[config.mk]
export PLATFORM = sky130hd
export DESIGN_NAME = hann_windowed_rsi
export DESIGN_NICKNAME = d
export VERILOG_FILES = /design/src/hwrsi_pkg.sv /design/src/hwrsi_div.sv /design/src/hann_windowed_rsi.sv
export SDC_FILE = /design/constraint.sdc
export NUM_CORES = 2
export LEC_CHECK = 0
export ABC_CLOCK_PERIOD_IN_PS = 14800
export BUFFER_PORTS_ARGS = -buffer_cell sky130_fd_sc_hd__buf_2
export CELL_PAD_IN_SITES_DETAIL_PLACEMENT = 2
export CELL_PAD_IN_SITES_GLOBAL_PLACEMENT = 2
export CORE_ASPECT_RATIO = 1.4
export CORE_MARGIN = 8
export CORE_UTILIZATION = 47
export DETAILED_ROUTE_END_ITERATION = 7
export GPL_ROUTABILITY_DRIVEN = 0
export PLACE_DENSITY_LB_ADDON = 0.1
export SLEW_MARGIN = 15
export SYNTH_ARGS = -nofsm -noshare
export SYNTH_HDL_FRONTEND = slang
export SYNTH_HIERARCHICAL = 1
export SYNTH_SLANG_ARGS = --single-unit
[constraint.sdc]
create_clock -name clk -period 14.8 [get_ports clk]
set_input_delay 1.48 -clock clk [delete_from_list [all_inputs] [get_ports clk]]
set_output_delay 1.48 -clock clk [all_outputs]
set_load 0.05 [all_outputs]
[src/hwrsi_pkg.sv]
package hwrsi_pkg;

  // Q30 pi for the window weight sine series
  localparam logic [63:0] PI_Q30 = 64'd3373259426;

  // Taylor series divisors (2n)(2n+1), n = 1..8
  localparam logic [63:0] TAYLOR_DIV [8] = '{
    64'd6, 64'd20, 64'd42, 64'd72, 64'd110, 64'd156, 64'd210, 64'd272
  };

  localparam int unsigned QUOT_BITS = 16;

  typedef enum logic [2:0] {
    ST_IDLE,
    ST_WALK,
    ST_DSTART,
    ST_DIV,
    ST_DONE
  } hwrsi_state_t;

  // divider status back to the sequencer
  typedef struct packed {
    logic done;
    logic neg;
    logic zero;
  } hwrsi_div_stat_t;

endpackage

[src/hwrsi_div.sv]
module hwrsi_div #(
  parameter int unsigned SUM_W = 47
) (
  input  logic                     clk,
  input  logic                     rst_n,
  input  logic                     start,
  input  logic [SUM_W-1:0]         up_sum,
  input  logic [SUM_W-1:0]         dn_sum,
  output logic [15:0]              quot,
  output hwrsi_pkg::hwrsi_div_stat_t stat
);
  import hwrsi_pkg::*;

  localparam int unsigned DEN_W = SUM_W + 1;
  localparam int unsigned REM_W = SUM_W + 2;
  localparam int unsigned CNT_W = $clog2(QUOT_BITS + 1);

  logic [DEN_W-1:0] den_r;
  logic [REM_W-1:0] rem_r, rem_nxt;
  logic [15:0]      quot_r;
  logic [CNT_W-1:0] cnt_r;
  logic             run_r;
  logic             done_r;
  logic             neg_r;
  logic             zero_r;
  logic [DEN_W-1:0] den_sum;
  logic             up_lt_dn;
  logic             ge;

  assign den_sum  = DEN_W'(up_sum) + DEN_W'(dn_sum);
  assign up_lt_dn = up_sum < dn_sum;
  assign ge       = rem_r >= REM_W'(den_r);

  always_comb begin
    rem_nxt = ge ? (rem_r - REM_W'(den_r)) : rem_r;
    rem_nxt = rem_nxt << 1;
  end

  always_ff @(posedge clk) begin
    if (!rst_n) begin
      run_r  <= 1'b0;
      done_r <= 1'b0;
      cnt_r  <= '0;
    end else begin
      done_r <= 1'b0;
      if (start) begin
        run_r <= 1'b1;
        cnt_r <= '0;
      end else if (run_r) begin
        cnt_r <= cnt_r + CNT_W'(1);
        if (cnt_r == CNT_W'(QUOT_BITS - 1)) begin
          run_r  <= 1'b0;
          done_r <= 1'b1;
        end
      end
    end
  end

  always_ff @(posedge clk) begin
    if (start) begin
      den_r  <= den_sum;
      rem_r  <= up_lt_dn ? REM_W'(dn_sum - up_sum) : REM_W'(up_sum - dn_sum);
      neg_r  <= up_lt_dn;
      zero_r <= den_sum == '0;
      quot_r <= '0;
    end else if (run_r) begin
      rem_r  <= rem_nxt;
      quot_r <= {quot_r[14:0], ge};
    end
  end

  assign quot      = quot_r;
  assign stat.done = done_r;
  assign stat.neg  = neg_r;
  assign stat.zero = zero_r;

  a_cnt_range: assert property (@(posedge clk) disable iff (!rst_n)
    cnt_r <= CNT_W'(QUOT_BITS))
    else $error("divider step count out of range");

  a_done_after_run: assert property (@(posedge clk) disable iff (!rst_n)
    $rose(done_r) |-> $past(run_r))
    else $error("divider done without a running division");

endmodule

[src/hann_windowed_rsi.sv]
// Channel  Ports                        Width      Direction
// in       in_valid/in_stall            24 price   request in, stall out
// out      out_valid/out_stall          16 + 1     request out, stall in
//
// Each item makes one history memory read per window tap, then passes three
// pipe stages to the sums and a 16-step restoring divide. Reset is synchronous;
// history reads as zero until filled, tracked by the fill count, so no
// clearing pass. A result waits in the output register under out_stall while
// the next price is already accepted.
module hann_windowed_rsi #(
  parameter int unsigned WINDOW_LENGTH = 20,
  parameter int unsigned PRICE_BITS    = 24
) (
  input  logic                  clk,
  input  logic                  rst_n,
  input  logic                  in_valid,
  output logic                  in_stall,
  input  logic [PRICE_BITS-1:0] in_close_price,
  output logic                  out_valid,
  input  logic                  out_stall,
  output logic signed [15:0]    out_rsih_value,
  output logic                  out_window_full
);
  import hwrsi_pkg::*;

  localparam int unsigned HIST_DEPTH = WINDOW_LENGTH + 1;
  localparam int unsigned AW     = $clog2(HIST_DEPTH);
  localparam int unsigned FW     = $clog2(HIST_DEPTH + 1);
  localparam int unsigned KW     = $clog2(WINDOW_LENGTH + 1);
  localparam int unsigned KIW    = $clog2(WINDOW_LENGTH);
  localparam int unsigned PROD_W = PRICE_BITS + 17;
  localparam int unsigned SUM_W  = PROD_W + $clog2(WINDOW_LENGTH);

  function automatic logic [16:0] hann_weight(input int unsigned k);
    logic [63:0] m;
    logic [63:0] theta;
    logic [63:0] t2;
    logic [63:0] term;
    logic [63:0] us;
    longint      s;
    begin
      m     = (2 * k <= HIST_DEPTH) ? 64'(k) : 64'(HIST_DEPTH - k);
      theta = (PI_Q30 * m + 64'(HIST_DEPTH / 2)) / 64'(HIST_DEPTH);
      t2    = (theta * theta) >> 30;
      term  = theta;
      s     = longint'(theta);
      for (int n = 1; n <= 8; n++) begin
        term = ((term * t2) >> 30) / TAYLOR_DIV[n-1];
        if (n % 2 == 1) s = s - longint'(term);
        else s = s + longint'(term);
      end
      if (s < 0) s = 0;
      if (s > 64'sd1073741824) s = 64'sd1073741824;
      us = 64'(s);
      hann_weight = 17'((us * us + (64'd1 << 43)) >> 44);
    end
  endfunction

  logic [16:0] weight_tab [WINDOW_LENGTH];

  for (genvar gk = 0; gk < WINDOW_LENGTH; gk++) begin : g_wt
    assign weight_tab[gk] = hann_weight(gk + 1);
  end

  hwrsi_state_t state_r, state_nxt;

  logic accept;
  logic div_start;
  logic out_load;

  // history memory, circular with head_r at the newest price
  logic [PRICE_BITS-1:0] hist_mem [HIST_DEPTH];
  logic [PRICE_BITS-1:0] rd_data_r;
  logic [AW-1:0]         head_r;
  logic [AW-1:0]         wr_addr;
  logic [AW-1:0]         rd_addr_r;
  logic [FW-1:0]         fill_r;

  logic          issue_r;
  logic [KW-1:0] k_r;

  logic                  s1_v_r, s1_last_r;
  logic [KW-1:0]         s1_k_r;
  logic [PRICE_BITS-1:0] cur_r;
  logic [PRICE_BITS-1:0] older;
  logic [KIW-1:0]        w_idx;

  logic                  s2_v_r, s2_last_r, s2_up_r, s2_dn_r;
  logic [PRICE_BITS-1:0] s2_mag_r;
  logic [16:0]           s2_w_r;

  logic              s3_v_r, s3_last_r, s3_up_r, s3_dn_r;
  logic [PROD_W-1:0] prod_r;

  logic [SUM_W-1:0] up_r, dn_r;

  logic [15:0]      quot;
  hwrsi_div_stat_t  div_stat;
  logic [15:0]      result;

  logic        out_valid_r;
  logic [15:0] out_value_r;
  logic        out_full_r;

  assign accept  = in_valid && !in_stall;
  assign wr_addr = (head_r == AW'(HIST_DEPTH - 1)) ? '0 : head_r + AW'(1);

  always_ff @(posedge clk) begin
    if (!rst_n) state_r <= ST_IDLE;
    else state_r <= state_nxt;
  end

  always_comb begin
    state_nxt = state_r;
    in_stall  = 1'b1;
    div_start = 1'b0;
    out_load  = 1'b0;
    case (state_r)
      ST_IDLE: begin
        in_stall = 1'b0;
        if (in_valid) state_nxt = ST_WALK;
      end
      ST_WALK: begin
        if (s3_v_r && s3_last_r) state_nxt = ST_DSTART;
      end
      ST_DSTART: begin
        div_start = 1'b1;
        state_nxt = ST_DIV;
      end
      ST_DIV: begin
        if (div_stat.done) state_nxt = ST_DONE;
      end
      ST_DONE: begin
        if (!out_valid_r || !out_stall) begin
          out_load  = 1'b1;
          state_nxt = ST_IDLE;
        end
      end
      default: state_nxt = ST_IDLE;
    endcase
  end

  always_ff @(posedge clk) begin
    if (accept) hist_mem[wr_addr] <= in_close_price;
    rd_data_r <= hist_mem[rd_addr_r];
  end

  // tap read issue
  always_ff @(posedge clk) begin
    if (!rst_n) begin
      head_r  <= '0;
      fill_r  <= '0;
      issue_r <= 1'b0;
      s1_v_r  <= 1'b0;
      s2_v_r  <= 1'b0;
      s3_v_r  <= 1'b0;
    end else begin
      s1_v_r <= issue_r;
      s2_v_r <= s1_v_r;
      s3_v_r <= s2_v_r;
      if (accept) begin
        head_r  <= wr_addr;
        issue_r <= 1'b1;
        if (fill_r != FW'(HIST_DEPTH)) fill_r <= fill_r + FW'(1);
      end else if (issue_r && k_r == KW'(WINDOW_LENGTH)) begin
        issue_r <= 1'b0;
      end
    end
  end

  always_ff @(posedge clk) begin
    if (accept) begin
      rd_addr_r <= head_r;
      k_r       <= KW'(1);
    end else if (issue_r) begin
      rd_addr_r <= (rd_addr_r == '0) ? AW'(HIST_DEPTH - 1) : rd_addr_r - AW'(1);
      k_r       <= k_r + KW'(1);
    end
    s1_k_r    <= k_r;
    s1_last_r <= k_r == KW'(WINDOW_LENGTH);
  end

  // unfilled history entries read as zero
  assign older = (FW'(s1_k_r) < fill_r) ? rd_data_r : '0;
  assign w_idx = KIW'(s1_k_r - KW'(1));

  always_ff @(posedge clk) begin
    if (accept) begin
      cur_r <= in_close_price;
      up_r  <= '0;
      dn_r  <= '0;
    end else begin
      if (s1_v_r) cur_r <= older;
      if (s3_v_r && s3_up_r) up_r <= up_r + SUM_W'(prod_r);
      if (s3_v_r && s3_dn_r) dn_r <= dn_r + SUM_W'(prod_r);
    end
    s2_up_r   <= cur_r > older;
    s2_dn_r   <= cur_r < older;
    s2_mag_r  <= (cur_r > older) ? cur_r - older : older - cur_r;
    s2_w_r    <= weight_tab[w_idx];
    s2_last_r <= s1_last_r;
    prod_r    <= PROD_W'(s2_w_r) * PROD_W'(s2_mag_r);
    s3_up_r   <= s2_up_r;
    s3_dn_r   <= s2_dn_r;
    s3_last_r <= s2_last_r;
  end

  hwrsi_div #(
    .SUM_W(SUM_W)
  ) u_div (
    .clk    (clk),
    .rst_n  (rst_n),
    .start  (div_start),
    .up_sum (up_r),
    .dn_sum (dn_r),
    .quot   (quot),
    .stat   (div_stat)
  );

  always_comb begin
    if (div_stat.zero) result = '0;
    else if (div_stat.neg) result = 16'(17'd0 - 17'(quot));
    else if (quot[15]) result = 16'h7fff;
    else result = quot;
  end

  always_ff @(posedge clk) begin
    if (!rst_n) begin
      out_valid_r <= 1'b0;
    end else if (out_load) begin
      out_valid_r <= 1'b1;
    end else if (!out_stall) begin
      out_valid_r <= 1'b0;
    end
  end

  always_ff @(posedge clk) begin
    if (out_load) begin
      out_value_r <= result;
      out_full_r  <= fill_r == FW'(HIST_DEPTH);
    end
  end

  assign out_valid       = out_valid_r;
  assign out_rsih_value  = out_value_r;
  assign out_window_full = out_full_r;

  a_fill_bound: assert property (@(posedge clk) disable iff (!rst_n)
    fill_r <= FW'(HIST_DEPTH))
    else $error("fill count past history depth");

  a_load_from_done: assert property (@(posedge clk) disable iff (!rst_n)
    $rose(out_valid_r) |-> $past(state_r == ST_DONE))
    else $error("result loaded outside done state");

  a_div_done_state: assert property (@(posedge clk) disable iff (!rst_n)
    div_stat.done |-> state_r == ST_DIV)
    else $error("divider finished outside divide state");

  a_full_sticky: assert property (@(posedge clk) disable iff (!rst_n)
    out_valid_r && out_full_r |-> fill_r == FW'(HIST_DEPTH))
    else $error("window full flag without full history");

endmodule

==> key figures <==
Route
  – Wire per inst: around 34 um
  – Initial DRT Pass Iterations: 5
  – Post-route ant nets: 0
  – Drt total wl: between 200 and 300 mm
  – Remaining DRCs: 0
  – Via density: ~6.5
  – Number of DRC markers in iteration 0: 4406
  – Via count: roughly 52000

GRT
  – GRT Resource Usage Total: between 30% and 40%
  – Largest net degree at the start of global routing: between 150 and 200
  – Vias in the first global route: between 50000 and 60000
  – Overflow left after global routing: 0
  – Antenna violations before repair: 23
  – First-pass GRT wire length: 402.3 mm

Layout
  – Layout cells sized above 1: a little under 8%
  – Final instance area: 68910 sq um
  – Fill count: around 14000
  – Nets: 6992
  – Area Overhead vs Synth: 7.966%

CTS
  – TritonCTS clock tree: done
  – Clock sinks: approximately 900
  – CTS clk-pin slew, worst paths: around 0.08 ns
  – Cts-stage hold buffer count: 0
  – Root buf cell: clkbuf_16
  – Clock latency on the worst-skew pair: between 0.7 and 0.8 ns
  – CTS Buffer Depth: 3
  – Num CTS Buffers: 90
  – Postcts setup bufs: 0
  – H-tree Lvls: 3
  – # resized after CTS: 0

STA
  – Clock skew: between 0.08 and 0.09 ns
  – RSZ-0062 raised after global routing: no
  – Post-Route Setup TNS: 0 ns
  – Post-layout min period: about 8.4 ns
  – Slew headroom: 11.59%
  – Final cycle utilization of the critical path: 56.67%
  – Endpoints failing setup: 0
  – Fin. Hold Viols: 0
  – Fin. max-slew vios: 0
  – Achievable frequency: 119.2 MHz
  – Worst-Margin Slew: between 1 and 1.5 ns

Synth
  – Post-synth cell types: 109
  – Prevailing post-synth register cell: edfxtp_1
  – Syn avg cell area: a little over 10 sq um
  – Count leader, synth: inv_1
  – Ys async rst share: 0%
  – Sequential-to-total area share from yosys stat: about two fifths
  – Cell count after synthesis: 6265
  – FF+latch count, synth: around 900
  – Largest area contributor in the netlist: edfxtp_1
  – Post-synth EDFFs: 647
  – Synth top area share: approximately 30%
  – Synth top area cells: edfxtp_1 30%, fa_1 9.9%, ha_1 9.3%, dfxtp_1 8.0%, mux4_2 5.1%
  – Ys Warns: 6
  – Synthesized Nets: slightly above 7000
  – Mapped Area: about 64000 sq um
  – Commonest cells post-synth: 702 x inv_1, 647 x edfxtp_1, 596 x nand2_1

Min path
  – Hold WC Path Type: flop to flop
  – Hold Path Origin: s2_up_r

Placed design
  – Placed cell area: approximately 66000 sq um
  – Final HPWL DP: approximately 180 mm
  – PortBufs: 46

Setup path
  – CP most frequent cell: fa_1
  – CP Launch Type: flop
  – Worst-path fanout max: 24
  – Worst path bufs/invs: 1
  – Max stage delay on crit path: 1.20 ns
  – Critical path endpoint category: flop
  – Worst-path cell chain: nand2_1, fa_1, fa_1, fa_1, fa_1, fa_1, fa_1, inv_1, ha_1, and3_1, nand4_1, o21ai_0, a221oi_1, o31ai_1, xor2_1
  – Slowest cell on the critical path: dfxtp_1
  – CP arrival: ~9.0 ns
  – Critical Path Source: s2_w_r[12]
  – Critical path class: flop to flop
  – Reg-to-Reg Start: s2_w_r[12]
  – CP required: 15.40 ns
  – CP top delay family: adder cells

Floorplan
  – Die Y: around 450 um
  – DIE AREA: 148000 sq um
  – I/O pins: between 40 and 50
  – Initial Util: between 40% and 50%
  – Core area: between 100000 and 150000 sq um
  – Row cnt: between 150 and 200
  – Die Width: approximately 330 um

Flow run
  – Max_cap viols: 0

Status
  – Status: finished, final reports clean
[cell usage in the layout, fill, tap and decap left out, drive strengths merged, types with 56 or more instances in the layout]
cell	instances
edfxtp	647
mux2i	78
xnor2	188
a21o	147
nor2	391
xor2	74
and2	205
buf	107
mux4	144
nand4	65
dfxtp	254
fa	316
a211oi	79
o21bai	59
a21oi	505
nand3	84
ha	472
inv	710
clkbuf	111
nand2	596
o21ai	286
nand2b	56
nor3	76
[flip-flops by register name, summed over array words and instances, names as in the netlist, 3 cells and up]
signal          count
prod_r             41
u_div/rem_r        48
u_div/den_r        47
k_r                 5
dn_r               46
rd_addr_r           5
up_r               46
fill_r              5
s2_w_r             15
state_r             3
u_div/cnt_r         5
rd_data_r          24
u_div/quot         16
out_rsih_value     16
hist_mem          504
cur_r              24
s2_mag_r           24
head_r              5
s1_k_r              5
[final timing paths]
| check | end | cells past startpoint | slack, ns |
|---|---|---|---|
| worst max-delay path | prod_r[39] | 15 | 6.41 |
| worst min-delay path | s3_up_r | 0 | 0.35 |
| worst max register to register | prod_r[39] | 15 | 6.41 |
| worst min register to register | s3_up_r | 0 | 0.35 |
[metal layers]
metal	track usage, %	part of all wire, %
met1	38.44	34
met4	27.28	9.4
met2	63.80	50
met3	7.479	6.4
met5	0	0.051
[through the flow]
step,utilization [%],setup WS (ns),hold slack [ns],cells
final,50.92,6.412,0.3540,8044
after global routing,50.91,6.391,0.3591,8038
after CTS,50.88,6.830,0.3570,8033
after detailed placement,48.56,7.078,0.3275,7864
after global placement,48.56,7.438,0.3126,7864
after floorplan,-,8.272,0.3096,6265
[cell type report]
class | count | area [sq um] | share of cell area [%]
multi-input combinational | 4368 | 35650 | 51.73
antenna | 9 | 22.52 | 0.03268
sequential | 901 | 24510 | 35.57
tap | 1782 | 2230 | 3.235
clock buffer | 111 | 2426 | 3.520
clock inverter | 58 | 716.9 | 1.040
timing repair buffer | 107 | 700.7 | 1.017
inverter | 708 | 2658 | 3.856
[kinds of logic after synthesis]
family / after synthesis / synth area share, %
buffers and inverters: 996 / 5.939
flip-flops: 901 / 38.40
multiplexers: 230 / 6.451
XOR/XNOR: 262 / 3.595
AO/OA/AOI/OAI: 1414 / 13.95
AND/OR/NAND/NOR: 1674 / 12.50
adder cells (fa/ha/maj): 788 / 19.16
Power is left out: the tool's default activity adds up to more than one toggle a clock period on the data nets, which glitch-free logic cannot reach.
